### src/rtl/assert_macros.svh
// assertion macros used by the top-level rtl file
`ifndef ASSERT_MACROS_SVH
`define ASSERT_MACROS_SVH
`ifndef SYNTHESIS
// clocked check, switched off while reset is asserted
`define CBZ_ASSERT(label, clk, rst_n, prop) \
	label: assert property (@(posedge clk) disable iff (!rst_n) (prop)) \
		else $error("cbz check failed");
// clocked check that also runs during reset
`define CBZ_ASSERT_ALWAYS(label, clk, prop) \
	label: assert property (@(posedge clk) (prop)) \
		else $error("cbz check failed");
`else
`define CBZ_ASSERT(label, clk, rst_n, prop)
`define CBZ_ASSERT_ALWAYS(label, clk, prop)
`endif
`endif

### src/rtl/cbz_pkg.sv
// shared types and constants of the cubic bezier point sampler
package cbz_pkg;

	// field widths
	localparam int COORD_WIDTH    = 16;
	localparam int COUNT_WIDTH    = 7;
	localparam int INDEX_WIDTH    = 6;
	localparam int MAX_POINTS_DEF = 64;

	// curve parameter t in 0 .. 2^T_FRAC_BITS inclusive
	localparam int T_FRAC_BITS = 16;
	localparam int T_WIDTH     = T_FRAC_BITS + 1;
	localparam int T2_WIDTH    = 2 * T_WIDTH;

	// bernstein weights scaled by 2^(3*T_FRAC_BITS), at most 2^(3*T_FRAC_BITS)
	localparam int WEIGHT_WIDTH = 3 * T_FRAC_BITS + 1;
	localparam int W_LO_WIDTH   = WEIGHT_WIDTH / 2;
	localparam int W_HI_WIDTH   = WEIGHT_WIDTH - W_LO_WIDTH;

	// exact weighted sum and its rounded form
	localparam int ACC_WIDTH   = COORD_WIDTH + WEIGHT_WIDTH + 2;
	localparam int ROUND_SHIFT = 3 * T_FRAC_BITS;
	localparam int RND_WIDTH   = ACC_WIDTH - ROUND_SHIFT;

	typedef logic signed [COORD_WIDTH-1:0] coord_t;
	typedef coord_t [3:0]                  coord_vec_t;
	typedef logic [T_WIDTH-1:0]            t_val_t;
	typedef logic [WEIGHT_WIDTH-1:0]       weight_t;
	typedef weight_t [3:0]                 weights_t;
	typedef logic signed [ACC_WIDTH-1:0]   acc_t;

	localparam t_val_t T_ONE = {1'b1, {T_FRAC_BITS{1'b0}}};
	localparam acc_t ROUND_HALF =
		{{(ACC_WIDTH - ROUND_SHIFT){1'b0}}, 1'b1, {(ROUND_SHIFT - 1){1'b0}}};

	// four control points, one vector per axis
	typedef struct packed {
		coord_vec_t x;
		coord_vec_t y;
	} ctrl_pts_t;

	// sample bookkeeping that travels with each point
	typedef struct packed {
		logic [INDEX_WIDTH-1:0] index;
		logic                   last;
	} point_tag_t;

	typedef enum logic [1:0] {
		SEQ_IDLE,
		SEQ_DIV,
		SEQ_EMIT
	} seq_state_t;

endpackage

### src/rtl/cbz_in_if.sv
// input channel: control points and sample count
interface cbz_in_if import cbz_pkg::*; ();
	logic                   valid;
	logic                   ready;
	coord_t                 p0_x;
	coord_t                 p0_y;
	coord_t                 p1_x;
	coord_t                 p1_y;
	coord_t                 p2_x;
	coord_t                 p2_y;
	coord_t                 p3_x;
	coord_t                 p3_y;
	logic [COUNT_WIDTH-1:0] point_count;

	modport source (
		output valid, p0_x, p0_y, p1_x, p1_y, p2_x, p2_y, p3_x, p3_y, point_count,
		input  ready
	);
	modport sink (
		input  valid, p0_x, p0_y, p1_x, p1_y, p2_x, p2_y, p3_x, p3_y, point_count,
		output ready
	);
endinterface

### src/rtl/cbz_seq.sv
// point sequencer: count clamp, serial reciprocal of N-1 and t stepping
module cbz_seq import cbz_pkg::*; #(
	parameter int MAX_POINTS = MAX_POINTS_DEF
) (
	input  logic       clk,
	input  logic       arst_n,
	cbz_in_if.sink     in_ch,
	input  logic       en,
	output logic       valid_s1,
	output t_val_t     t_s1,
	output ctrl_pts_t  pts_s1,
	output point_tag_t tag_s1
);

	localparam int NW        = $clog2(MAX_POINTS);
	localparam int DIV_STEPS = T_WIDTH;
	localparam int SW        = $clog2(DIV_STEPS);

	seq_state_t     state_q, state_d;
	logic [SW-1:0]  step_q;
	logic [NW-1:0]  den_q, rem_q, idx_q, r_q;
	t_val_t         quo_q, t_q;
	ctrl_pts_t      pts_q;

	logic [NW-1:0]  den_in;
	logic [NW:0]    rem_sh, r_sum;
	logic           rem_ge, r_wrap;
	logic [NW-1:0]  rem_nx, r_nx;
	t_val_t         t_nx;
	logic           div_last, emit_last, accept, issue;

	// clamp the count to 2 .. MAX_POINTS and keep N-1
	always_comb begin
		if (in_ch.point_count < COUNT_WIDTH'(2)) begin
			den_in = NW'(1);
		end else if (32'(in_ch.point_count) > MAX_POINTS) begin
			den_in = NW'(MAX_POINTS - 1);
		end else begin
			den_in = NW'(32'(in_ch.point_count) - 32'd1);
		end
	end

	// restoring division of 2^T_FRAC_BITS by N-1, one quotient bit per cycle
	assign rem_sh   = {rem_q, (step_q == '0)};
	assign rem_ge   = rem_sh >= {1'b0, den_q};
	assign rem_nx   = rem_ge ? NW'(rem_sh - {1'b0, den_q}) : rem_sh[NW-1:0];
	assign div_last = step_q == SW'(DIV_STEPS - 1);

	// t steps by quotient plus carry of the remainder
	assign r_sum     = {1'b0, r_q} + {1'b0, rem_q};
	assign r_wrap    = r_sum >= {1'b0, den_q};
	assign r_nx      = r_wrap ? NW'(r_sum - {1'b0, den_q}) : r_sum[NW-1:0];
	assign t_nx      = t_q + quo_q + T_WIDTH'(r_wrap);
	assign emit_last = idx_q == den_q;

	assign accept = in_ch.valid && in_ch.ready;

	// state register
	always_ff @(posedge clk or negedge arst_n) begin
		if (!arst_n) begin
			state_q <= SEQ_IDLE;
		end else begin
			state_q <= state_d;
		end
	end

	// next state and handshake
	always_comb begin
		state_d     = state_q;
		in_ch.ready = 1'b0;
		issue       = 1'b0;
		case (state_q)
			SEQ_IDLE: begin
				in_ch.ready = 1'b1;
				if (in_ch.valid) state_d = SEQ_DIV;
			end
			SEQ_DIV: begin
				if (div_last) state_d = SEQ_EMIT;
			end
			SEQ_EMIT: begin
				issue = en;
				if (en && emit_last) state_d = SEQ_IDLE;
			end
			default: begin
				state_d = SEQ_IDLE;
			end
		endcase
	end

	// counters and stage-one valid
	always_ff @(posedge clk or negedge arst_n) begin
		if (!arst_n) begin
			step_q   <= '0;
			idx_q    <= '0;
			valid_s1 <= 1'b0;
		end else begin
			if (accept) begin
				step_q <= '0;
			end else if (state_q == SEQ_DIV) begin
				step_q <= step_q + SW'(1);
			end
			if (state_q == SEQ_DIV) begin
				idx_q <= '0;
			end else if (issue) begin
				idx_q <= idx_q + NW'(1);
			end
			if (en) valid_s1 <= issue;
		end
	end

	// item capture, divider and stepping datapath
	always_ff @(posedge clk) begin
		if (accept) begin
			pts_q.x <= {in_ch.p3_x, in_ch.p2_x, in_ch.p1_x, in_ch.p0_x};
			pts_q.y <= {in_ch.p3_y, in_ch.p2_y, in_ch.p1_y, in_ch.p0_y};
			den_q   <= den_in;
			rem_q   <= '0;
			quo_q   <= '0;
		end else if (state_q == SEQ_DIV) begin
			rem_q <= rem_nx;
			quo_q <= {quo_q[T_WIDTH-2:0], rem_ge};
			if (div_last) begin
				t_q <= '0;
				r_q <= den_q >> 1;
			end
		end else if (issue) begin
			t_q <= t_nx;
			r_q <= r_nx;
		end
		if (issue) begin
			t_s1         <= t_q;
			pts_s1       <= pts_q;
			tag_s1.index <= INDEX_WIDTH'(idx_q);
			tag_s1.last  <= emit_last;
		end
	end

endmodule

### src/flat_wrapper.sv
// flat-port wrapper written by rule: the top's interface ports become plain ports
module cbz_seq_flat import cbz_pkg::*;
#(
	parameter int MAX_POINTS = MAX_POINTS_DEF
)
  (clk, arst_n, en, valid_s1, t_s1, pts_s1, tag_s1, in_ch_valid, in_ch_p0_x, in_ch_p0_y, in_ch_p1_x, in_ch_p1_y, in_ch_p2_x, in_ch_p2_y, in_ch_p3_x, in_ch_p3_y, in_ch_point_count, in_ch_ready);
  cbz_in_if in_ch_i ();
  input  logic clk;
  input  logic arst_n;
  input  logic en;
  output logic valid_s1;
  output t_val_t t_s1;
  output ctrl_pts_t pts_s1;
  output point_tag_t tag_s1;
  input wire logic [$bits(in_ch_i.valid)-1:0] in_ch_valid;
  input wire logic [$bits(in_ch_i.p0_x)-1:0] in_ch_p0_x;
  input wire logic [$bits(in_ch_i.p0_y)-1:0] in_ch_p0_y;
  input wire logic [$bits(in_ch_i.p1_x)-1:0] in_ch_p1_x;
  input wire logic [$bits(in_ch_i.p1_y)-1:0] in_ch_p1_y;
  input wire logic [$bits(in_ch_i.p2_x)-1:0] in_ch_p2_x;
  input wire logic [$bits(in_ch_i.p2_y)-1:0] in_ch_p2_y;
  input wire logic [$bits(in_ch_i.p3_x)-1:0] in_ch_p3_x;
  input wire logic [$bits(in_ch_i.p3_y)-1:0] in_ch_p3_y;
  input wire logic [$bits(in_ch_i.point_count)-1:0] in_ch_point_count;
  output wire logic [$bits(in_ch_i.ready)-1:0] in_ch_ready;
  assign in_ch_i.valid = in_ch_valid;
  assign in_ch_i.p0_x = in_ch_p0_x;
  assign in_ch_i.p0_y = in_ch_p0_y;
  assign in_ch_i.p1_x = in_ch_p1_x;
  assign in_ch_i.p1_y = in_ch_p1_y;
  assign in_ch_i.p2_x = in_ch_p2_x;
  assign in_ch_i.p2_y = in_ch_p2_y;
  assign in_ch_i.p3_x = in_ch_p3_x;
  assign in_ch_i.p3_y = in_ch_p3_y;
  assign in_ch_i.point_count = in_ch_point_count;
  assign in_ch_ready = in_ch_i.ready;
  cbz_seq #(.MAX_POINTS(MAX_POINTS)) u_core (.clk(clk), .arst_n(arst_n), .in_ch(in_ch_i), .en(en), .valid_s1(valid_s1), .t_s1(t_s1), .pts_s1(pts_s1), .tag_s1(tag_s1));
endmodule
### config.mk
export PLATFORM = sky130hd
export DESIGN_NAME = cbz_seq_flat
export DESIGN_NICKNAME = d
export VERILOG_FILES = /design/src/rtl/assert_macros.svh /design/src/rtl/cbz_pkg.sv /design/src/rtl/cbz_in_if.sv /design/src/rtl/cbz_seq.sv /design/src/flat_wrapper.sv
export SDC_FILE = /design/constraint.sdc
export NUM_CORES = 1
export LEC_CHECK = 0
export ABC_AREA = 1
export BUFFER_PORTS_ARGS = -buffer_cell sky130_fd_sc_hd__buf_4
export CAP_MARGIN = 25
export CELL_PAD_IN_SITES_DETAIL_PLACEMENT = 1
export CELL_PAD_IN_SITES_GLOBAL_PLACEMENT = 2
export CORE_ASPECT_RATIO = 1.4
export CORE_MARGIN = 1
export CORE_UTILIZATION = 33
export DETAILED_ROUTE_END_ITERATION = 12
export GPL_TIMING_DRIVEN = 0
export PLACE_DENSITY_LB_ADDON = 0.1
export SETUP_SLACK_MARGIN = 0.5
export SYNTH_ARGS = -nofsm -noshare
export SYNTH_HDL_FRONTEND = slang
export SYNTH_SLANG_ARGS = --single-unit
### constraint.sdc
create_clock -name clk -period 4.51 [get_ports clk]
set_input_delay 0.6765 -clock clk [delete_from_list [all_inputs] [get_ports clk]]
set_output_delay 0.6765 -clock clk [all_outputs]
set_load 0.01 [all_outputs]
==> After elaboration in Yosys (flattened, before gate mapping) <==
Index checks and enable logic that the tools add are counted.
{ "op_classes": {"order_cmp": 4, "bitwise_logic": 1, "n_reduce_logical": 9, "addsub": 8, "eq_ne": 7, "mux": 19} }
{ "ops": {"columns": ["op", "n"], "rows": [
  ["$mux W17", 3],
  ["$mux W6", 8],
  ["$add A17 B1 Y17", 1],
  ["$add A17 B17 Y17", 1],
  ["$ge A7 B6 Y1", 2],
  ["$sub A6 B6 Y6", 2],
  ["$mux W5", 2],
  ["$add A6 B6 Y7", 1],
  ["$gt A7 B7 Y1 const B", 1],
  ["$lt A7 B2 Y1 const B", 1],
  ["$add A6 B1 Y6 const B", 1],
  ["$eq A6 B6 Y1", 1],
  ["$mux W2", 3],
  ["$pmux W2 S3", 1],
  ["$reduce_and A3 Y1", 2],
  ["$sub A6 B1 Y6 const B", 1],
  ["$add A5 B1 Y5 const B", 1],
  ["$eq A5 B5 Y1 const B", 1],
  ["$logic_not A5 Y1", 1],
  ["$ne A2 B1 Y1 const B", 2],
  ["$reduce_bool A2 Y1", 2],
  ["$eq A2 B1 Y1 const B", 1],
  ["$eq A2 B2 Y1 const B", 1],
  ["$logic_and A1 B1 Y1", 2],
  ["other kinds (5)", 6]
]} }
{ "totals": {"inputBits": 139, "elab_cells": 77, "out_inout_bits": 154, "ff_bits": 346} }

==> Depth between registers and ports, before layout <==
Gate-level depths: netlist of run 1.
{ "depth": {"word_depth": 5, "depth_mapped": 27, "depth_no_buf": 27} }

==> Worst setup path before layout of run 1 <==
OpenSTA, ideal clock, no wires.
{ "synth_timing": {"kind": "input to register", "startpoint": "in en", "endpoint": "reg u_core.idx_q[4]", "required_ns": 4.386, "setup_time_ns": 0.124, "slack_ns": -0.103, "path_stages": 5, "t_arrival_ns": 4.489, "n_path_buf": 0, "cell_sequence": "nand3_1 -> inv_1 -> nand4_1 -> o21ai_0 -> inv_1"} }
{ "synth_via": {"elab_chain_len": 2} }
{ "synth_lines": {"columns": ["item", "line_no", "rtl"], "rows": [
  ["from (decl)", "flat_wrapper.sv:10", "input logic en;"],
  ["$mux W1", "cbz_seq.sv:72", "case (state_q)"],
  ["net u_core.issue", "cbz_seq.sv:30", "logic div_last, emit_last, accept, issue;"],
  ["$reduce_bool A2 Y1 (no source line)", null, null],
  ["to (signal assigned)", "cbz_seq.sv:105", "idx_q <= idx_q + NW'(1);"],
  ["to (decl)", "cbz_seq.sv:21", "logic [NW-1:0] den_q, rem_q, idx_q, r_q;"]
]} }
The timed path passes the listed nets, and every way through them passes these cells.
A chain may end at the register's enable or synchronous reset.

==> Final worst setup path of run 1 <==
{ "layout_timing": {"startpoint": "reg u_core.r_q[0]", "endpoint": "reg u_core.r_q[5] (data pin)"} }
{ "layout_via": {"elab_chain_len": 5, "word_cells_on_any_way": 6, "cone_classes": "add/sub (2); order compare (1); mux (3)"} }
{ "layout_lines": {"columns": ["item", "line_no", "rtl"], "rows": [
  ["from (decl)", "cbz_seq.sv:21", null],
  ["from (signal assigned)", "cbz_seq.sv:124", "r_q <= den_q >> 1;"],
  ["from (signal assigned)", "cbz_seq.sv:128", "r_q <= r_nx;"],
  ["$add A6 B6 Y7 (*)", "cbz_seq.sv:50", "assign r_sum = {1'b0, r_q} + {1'b0, rem_q};"],
  ["$sub A6 B6 Y6 or $ge A7 B6 Y1 (tied branches)", "cbz_seq.sv:52, cbz_seq.sv:51", null],
  ["$mux W6 (*)", "cbz_seq.sv:52", "assign r_nx = r_wrap ? NW'(r_sum - {1'b0, den_q}) : r_sum[NW-1:0];"],
  ["$mux W6 (*)", "cbz_seq.sv:126", "end else if (issue) begin"],
  ["$mux W6 (*)", "cbz_seq.sv:119", "end else if (state_q == SEQ_DIV) begin"]
]} }
Mark *: on every way between the ends. The rest lies on a longest branch, timed or not. The select of a mux whose other input is x is not followed.

==> metrics.md, run 1 <==
| Metric | Value |
|---|---|
| Fmax | 0.260 GHz |
| Most area-hungry cell type in the Yosys netlist | edfxtp_1 |
| Synth area leaders | edfxtp_1 72%, nand2_1 4.2%, ha_1 3.6% |
| Layout cells sized above 1 | a little over a third |
| Die Ht | approximately 240 um |
| Worst hold path class | input port to register |
| Final hold vios | 0 |
| PD cells | 554 mW/mm^2 |
| Post-synth EDFFs | 309 |
| Worst Setup Start Kind | register |
| Sequential share of the synthesized area | 78.2% |
| Critical Path RT | approximately 4.8 ns |
| Root buf cell | clkbuf_16 |
| Synth top area share | 71.9% |
| Mapped Nets | 1046 |
| Die W | 169 um |
| VDD IR max | 266 uV |
| Worst-path maximum fanout | 3 |
| Mapped Area | 0.0129 mm^2 |
| Estimated wirelength of the detail-placed design | 22300 um |
| RSZ-0062 raised after global routing | yes |
| Measured slew at the worst slew-check pin | 0.746 ns |
| Crit end category | register |
| Slew HR | 50.2% |
| RD Place Congestion | 0.766 |
| Pleak | 6.95 nW |
| Primary FF master, synth | edfxtp_1 |
| Initial antenna violation count | 1 |
| Clk_skew | roughly 0.023 ns |
| P&R area growth vs syn | 35.1% |
| Post-synthesis async set-or-reset flop share | under 10% |
| Via count | 7897 |
| Synth Register Bits | 346 |
| Yosys warning count | 0 |
| Final ANT Viol Nets | 0 |
| Clk sinks | 346 |
| Worst-Skew Late Latency | 0.52 ns |
| Max-slew violation count | 0 |
| Top-count cell post-synth | edfxtp_1 |
| Worst hold path depth | 1 |
| Status | complete, no violations |
| Hold_sp | in_ch_p3_y[15] |
| Top cells by count, synth | 309 x edfxtp_1, 145 x nand2_1, 89 x inv_1, 46 x nor2_1, 42 x nand3_1 |
| Total gr overflow | 0 |
| Layout Cells excl Fill | 1790 |
| FF-to-FF Start | u_core.r_q[0] |
| Residual DRC | 0 |
| Synth unique cells | 45 |
| Final setup viols | 0 |
| Largest stage delay, worst path | ~0.39 ns |
| First-pass GRT wire length | 46800 um |
| Total CTS buffers | 37 |
| Synth Area per Inst | 14.9 um^2 |
| Worst path slowest cell | edfxtp_1 |
| Clock buffer depth | 3 |
| Nets | 1420 |
| Placed insts | around 1700 |
| Post-route clock period utilization | 85.4% |
| Initial DRC count | roughly 270 |
| DR WL/cell | 17.6 um |
| Min cycle time layout | 3.85 ns |
| CP arrival | 4.12 ns |
| CTS tree | done |
| I/O Buffers | between 200 and 300 |
| Pwr Total | 0.00966 W |
| Reg-to-reg setup timing slack | 0.66 ns |
| Ports | approximately 300 |
| Total GRT Usage | 15.5% |
| Post-Syn Instances | 865 |
| Cell repeated most along the worst path | buf_6 |
| Row count | between 80 and 90 |
| R2r worst-path depth | 32 |
| Worst-path clk slew | 0.06 ns |
| Die area | 0.0399 mm^2 |
| Vias per inst | approximately 4.4 |
| Kind of critical path | register to register |
| MaxCap Viol Count | 0 |
| Detailed Routing Iterations Pass 1 | 4 |
| Vias in the first global route | 8424 |
| Final WL | 31500 um |
| H-tree depth | 2 |
| Largest net degree at the start of global routing | 83 |
| Initial Util | roughly a third |
| CP Launch Point | u_core.r_q[0] |
| Core area | 0.0385 mm^2 |
worst paths after layout:
kind	endpoint
max reg2reg	u_core.r_q[5]
min	u_core.pts_q[63]
min reg2reg	u_core.pts_s1[19]
max	u_core.r_q[5]
max in group asynchronous	u_core.step_q[3]
min in group asynchronous	u_core.valid_s1
logic make-up after synthesis:
logic type | after synthesis | share of synthesized area [%]
compound gates | 95 | 4.17
xor+xnor | 13 | 0.882
fa+ha+maj | 42 | 4.36
buf+inv | 99 | 3.14
flops | 346 | 78.2
simple gates | 270 | 9.29
critical path: cells and delay by family (launching register included):
kind,cells,cell delay (ns)
and+or+nand+nor,11,0.72
DFF,1,0.39
buffers and inverters,18,1.72
adders and majority gates,3,0.79
flip-flops by register name (all words and copies together) (netlist names), 7 cells and up:
| register | cells |
|---|---|
| u_core.pts_q | 128 |
| u_core.pts_s1 | 128 |
| u_core.quo_q | 17 |
| u_core.t_q | 17 |
| u_core.t_s1 | 17 |
| u_core.tag_s1 | 7 |
per-layer routing:
metal	vias to the layer above	GRT usage, %	routed length [um]
li1	3851	-	-
met1	3842	14.9	10900
met2	154	31.9	18600
met3	50	2.38	1170
met4	0	5.90	906
met5	-	0	0
where the power goes:
part           switching [W]  total, W  leakage, nW  internal [W]
sequential          0.000159   0.00410         3.19       0.00394
combinational        0.00163   0.00280         3.22       0.00117
clock                0.00121   0.00276        0.539       0.00156
total                0.00300   0.00966         6.95       0.00667
layout make-up:
cell class	instances	area [um^2]
Tap cell	522	653
Fill cell	4023	21100
Inverter	92	359
Antenna cell	1	2.50
Clock buffer	49	992
Sequential cell	346	10100
Buffer	7	55.1
Multi-Input combinational cell	420	2550
Timing Repair Buffer	335	2630
Clock inverter	18	100
layout by cell type, fill, tap and decap left out, types with 4 or more instances in the layout:
cell type    n
clkinv_1     7
o21ai_0     25
nor2_2       4
nor2_1      45
nand4_1      8
buf_6       12
edfxtp_1   309
dfxtp_1     20
o22ai_1     16
a21oi_1     36
inv_1       82
xnor2_1      9
nand2_4      4
nand2_2     13
clkbuf_16   38
buf_4      321
xor2_1       4
buf_12       4
clkbuf_1    11
nor4_1       4
clkinv_2     8
nand2_1    134
dfrtp_1     14
ha_4         4
inv_2        6
ha_1        32
nand3_1     40
a21oi_2      4
stage by stage:
step	hold WS [ns]	setup slack [ns]	util (%)	TNS [ns]	area, um^2
floorplan	0.381	0.588	-	0	12900
global placement	0.400	-0.823	40.9	-122.79	15800
detailed placement	0.405	-0.143	41.3	-0.500	15900
CTS	0.295	0.513	44.9	0	17300
global route	0.296	0.447	45.3	0	17400
finish	0.325	0.659	45.3	0	17400
timing repair:
item,4_1_cts,5_1_grt
setup endpoints to repair,14,11
endpoints found under the hold margin,1,0
hold buffers,1,0
setup buffers,27,9
gates cloned,0,0
gates resized for setup,25,27
pin swaps,12,27
(Power assumes the default switching activity.)
==> run 2, diff against run 1 <==
--- a/config.mk
+++ b/config.mk
@@ -12,7 +12,7 @@
 export CELL_PAD_IN_SITES_GLOBAL_PLACEMENT = 2
 export CORE_ASPECT_RATIO = 1.4
 export CORE_MARGIN = 1
-export CORE_UTILIZATION = 33
+export CORE_UTILIZATION = 37
 export DETAILED_ROUTE_END_ITERATION = 12
 export GPL_TIMING_DRIVEN = 0
 export PLACE_DENSITY_LB_ADDON = 0.1
==> constraint.sdc (replaced) <==
create_clock -name clk -period 4.02 [get_ports clk]
set_input_delay 0.603 -clock clk [delete_from_list [all_inputs] [get_ports clk]]
set_output_delay 0.603 -clock clk [all_outputs]
set_load 0.01 [all_outputs]
==> metrics.md, run 2 (synthesis results as in run 1) <==
| Metric | Value |
|---|---|
| First-pass GRT wire length | 48200 um (+3.1%) |
| Clk_skew | 0.0151 ns (-0.00804 ns) |
| Reg-to-reg setup timing slack | 0.23 ns (-0.43 ns) |
| Initial DRC count | 456 (+70%) |
| Root buf cell | clkbuf_16 |
| Final WL | 32400 um (+2.9%) |
| Biggest regs | u_core.pts_q x128, u_core.pts_s1 x128 |
| Die W | 160 um (-5.5%) |
| Post-route clock period utilization | 94.2% (+8.8 points) |
| Fmax | 0.264 GHz (+1.7%) |
| FILL cells | 3442 (-14%) |
| Final hold vios | 0 (unchanged) |
| Core area | 0.0342 mm^2 (-11%) |
| WHS | 0.243 ns (-0.0819 ns) |
| Busiest grt layer | met2 |
| Worst Setup Start Kind | register |
| Sequence of cells on the critical path | ha_4, a21oi_4, nand2_1, or2_4, nand2_2, inv_2, ha_4, nand2_1, inv_1, nand4_1, nand3_2, nand2_2, nand2_4, inv_4, fa_2, fa_2, o21ai_4, nand2_2, nand2_4, buf_4, nand2_2, a21oi_2, nor2_1 |
| R2r worst-path depth | 23 (-28%) |
| Crit end category | register |
| Measured slew at the worst slew-check pin | 0.740 ns (-0.00602 ns) |
| Total CTS buffers | 35 (-5.4%) |
| Most common cell after layout, fill and taps aside | buf_4 |
| Placed insts | 1614 (-4.2%) |
| Cell area after layout | 0.0176 mm^2 (+1.0%) |
| CP Launch Point | u_core.r_q[2] |
| Residual DRC | 0 (unchanged) |
| Cell repeated most along the worst path | nand2_2 |
| Critical Path RT | 4.31 ns (-0.46 ns) |
| Total GRT Usage | 18.1% (+2.5 points) |
| DR WL/cell | 18.9 um (+7.3%) |
| Met2 track demand over resource | 34.6% (+2.8 points) |
| I/O Buffers | 292 (unchanged) |
| CTS tree | done |
| Vias in the first global route | 8410 (-0.17%) |
| FF-to-FF Start | u_core.r_q[2] |
| Ports | 293 (unchanged) |
| Pleak | 7.03 nW (+1.1%) |
| Met1 usage | 19.0% (+4.0 points) |
| RD Place Congestion | 0.766 (about the same) |
| Clock buffer depth | 3 (unchanged) |
| Utilization after layout | 51.5% (+6.2 points) |
| Die Ht | 223 um (-5.5%) |
| H-tree depth | 2 (unchanged) |
| Worst-Skew Late Latency | 0.53 ns (about the same) |
| Detailed Routing Iterations Pass 1 | 4 (unchanged) |
| Placed cell area | 0.0159 mm^2 (about the same) |
| Largest stage delay, worst path | 0.41 ns (+0.02 ns) |
| Final setup viols | 0 (unchanged) |
| Die area | 0.0356 mm^2 (-11%) |
| Layout Cells excl Fill | 1717 (-4.1%) |
| Critical R2R Capture | u_core.t_q[14] |
| Total gr overflow | 0 (unchanged) |
| Kind of critical path | register to register |
| GR Layer Usage met3 | 3.59% (+1.2 points) |
| Slew HR | 50.7% (+0.52 points) |
| RSZ-0062 raised after global routing | yes |
| Worst path slowest cell | edfxtp_1 |
| Vias per inst | 4.66 (+5.6%) |
| Final ANT Viol Nets | 0 (unchanged) |
| Worst-path clk slew | 0.07 ns (about the same) |
| PD cells | 640 mW/mm^2 (+16%) |
| Max-slew violation count | 0 (unchanged) |
| Worst setup path endpoint | u_core.t_q[14] |
| Status | complete, no violations |
| Clk sinks | 346 (unchanged) |
| Largest net degree at the start of global routing | 74 (-11%) |
| Worst-path maximum fanout | 4 (+1) |
| P&R area growth vs syn | 36.5% |
| MaxCap Viol Count | 0 (unchanged) |
| Row count | 80 (-5.9%) |
| VDD IR max | 281 uV (+5.7%) |
| Estimated wirelength of the detail-placed design | 23400 um (+4.9%) |
| Nets | 1419 (-0.070%) |
| CP arrival | 4.07 ns (-0.05 ns) |
| Initial antenna violation count | 1 (unchanged) |
| Worst hold path class | input port to register |
| Via count | 7998 (+1.3%) |
| Initial Util | 37.7% (+4.2 points) |
| Layout cells sized above 1 | 37.5% (+2.0 points) |
| Min cycle time layout | 3.79 ns (-0.0642 ns) |
| Most frequent cells in the layout | 315 x buf_4, 309 x edfxtp_1, 123 x nand2_1 |
| Total negative slack | 0 ns (unchanged) |
==> run 2: where the power goes <==
part	switching, W	internal [W]	total (W)
Combinational	0.00186	0.00137	0.00322
Sequential	0.000200	0.00442	0.00462
Clock	0.00136	0.00208	0.00344
==> run 2: critical path: cells and delay by family (launching register included) <==
kind	cells	cell delay, ns
AND/OR/NAND/NOR	12	1.11
adder cells (fa/ha/maj)	4	1.30
flip-flops	1	0.41
buffers and inverters	4	0.29
AO/OA/AOI/OAI	3	0.43
==> run 2: how the worst min path moves through the flow <==
stage	startpoint	to	slack (ns)	cells after the start
after detailed placement	u_core.pts_q[18]	u_core.pts_s1[18]	0.41	0
after global placement	u_core.pts_q[49]	u_core.pts_s1[49]	0.40	0
final	in_ch_p2_y[4]	u_core.pts_q[36]	0.24	1
after floorplan	arst_n	u_core.idx_q[0]	0.31	0
after CTS	in_ch_p2_y[4]	u_core.pts_q[36]	0.21	1
after global routing	in_ch_p3_x[15]	u_core.pts_q[127]	0.22	1
==> run 2: layer usage <==
metal | up-vias | routed length, um | share of wire (%)
met5 | - | 0 | 0
met4 | 0 | 1150 | 3.5
met3 | 63 | 1790 | 5.5
met2 | 249 | 17900 | 55
met1 | 3851 | 11600 | 36
li1 | 3835 | - | -
==> run 2: final cells by class <==
class                           instances  area (um^2)  area share [%]
Antenna cell                            1         2.50          0.0142
Buffer                                  7         55.1           0.312
Clock buffer                           44          951            5.40
Clock inverter                         20          279            1.58
Inverter                               92          359            2.04
Multi-Input combinational cell        420         2630            14.9
Sequential cell                       346        10100            57.3
Tap cell                              451          564            3.20
Timing Repair Buffer                  336         2680            15.2
==> run 2: timing repair <==
action | 4_1_cts | 5_1_grt
endpoints found under the setup margin | 15 | 17
hold buffers | 1 | 0
resized for setup | 19 | 39
pin swaps | 29 | 21
setup buffers | 30 | 7
endpoints found under the hold margin | 14 | 0
==> run 2: metrics by stage <==
stage	worst slack (ns)	total power [W]
final	0.233	0.0113
after floorplan	0.460	0.00654
after detailed placement	-0.117	0.00741
after global routing	0.0116	0.0119
after CTS	0.0767	0.0112
after global placement	-0.848	0.00732
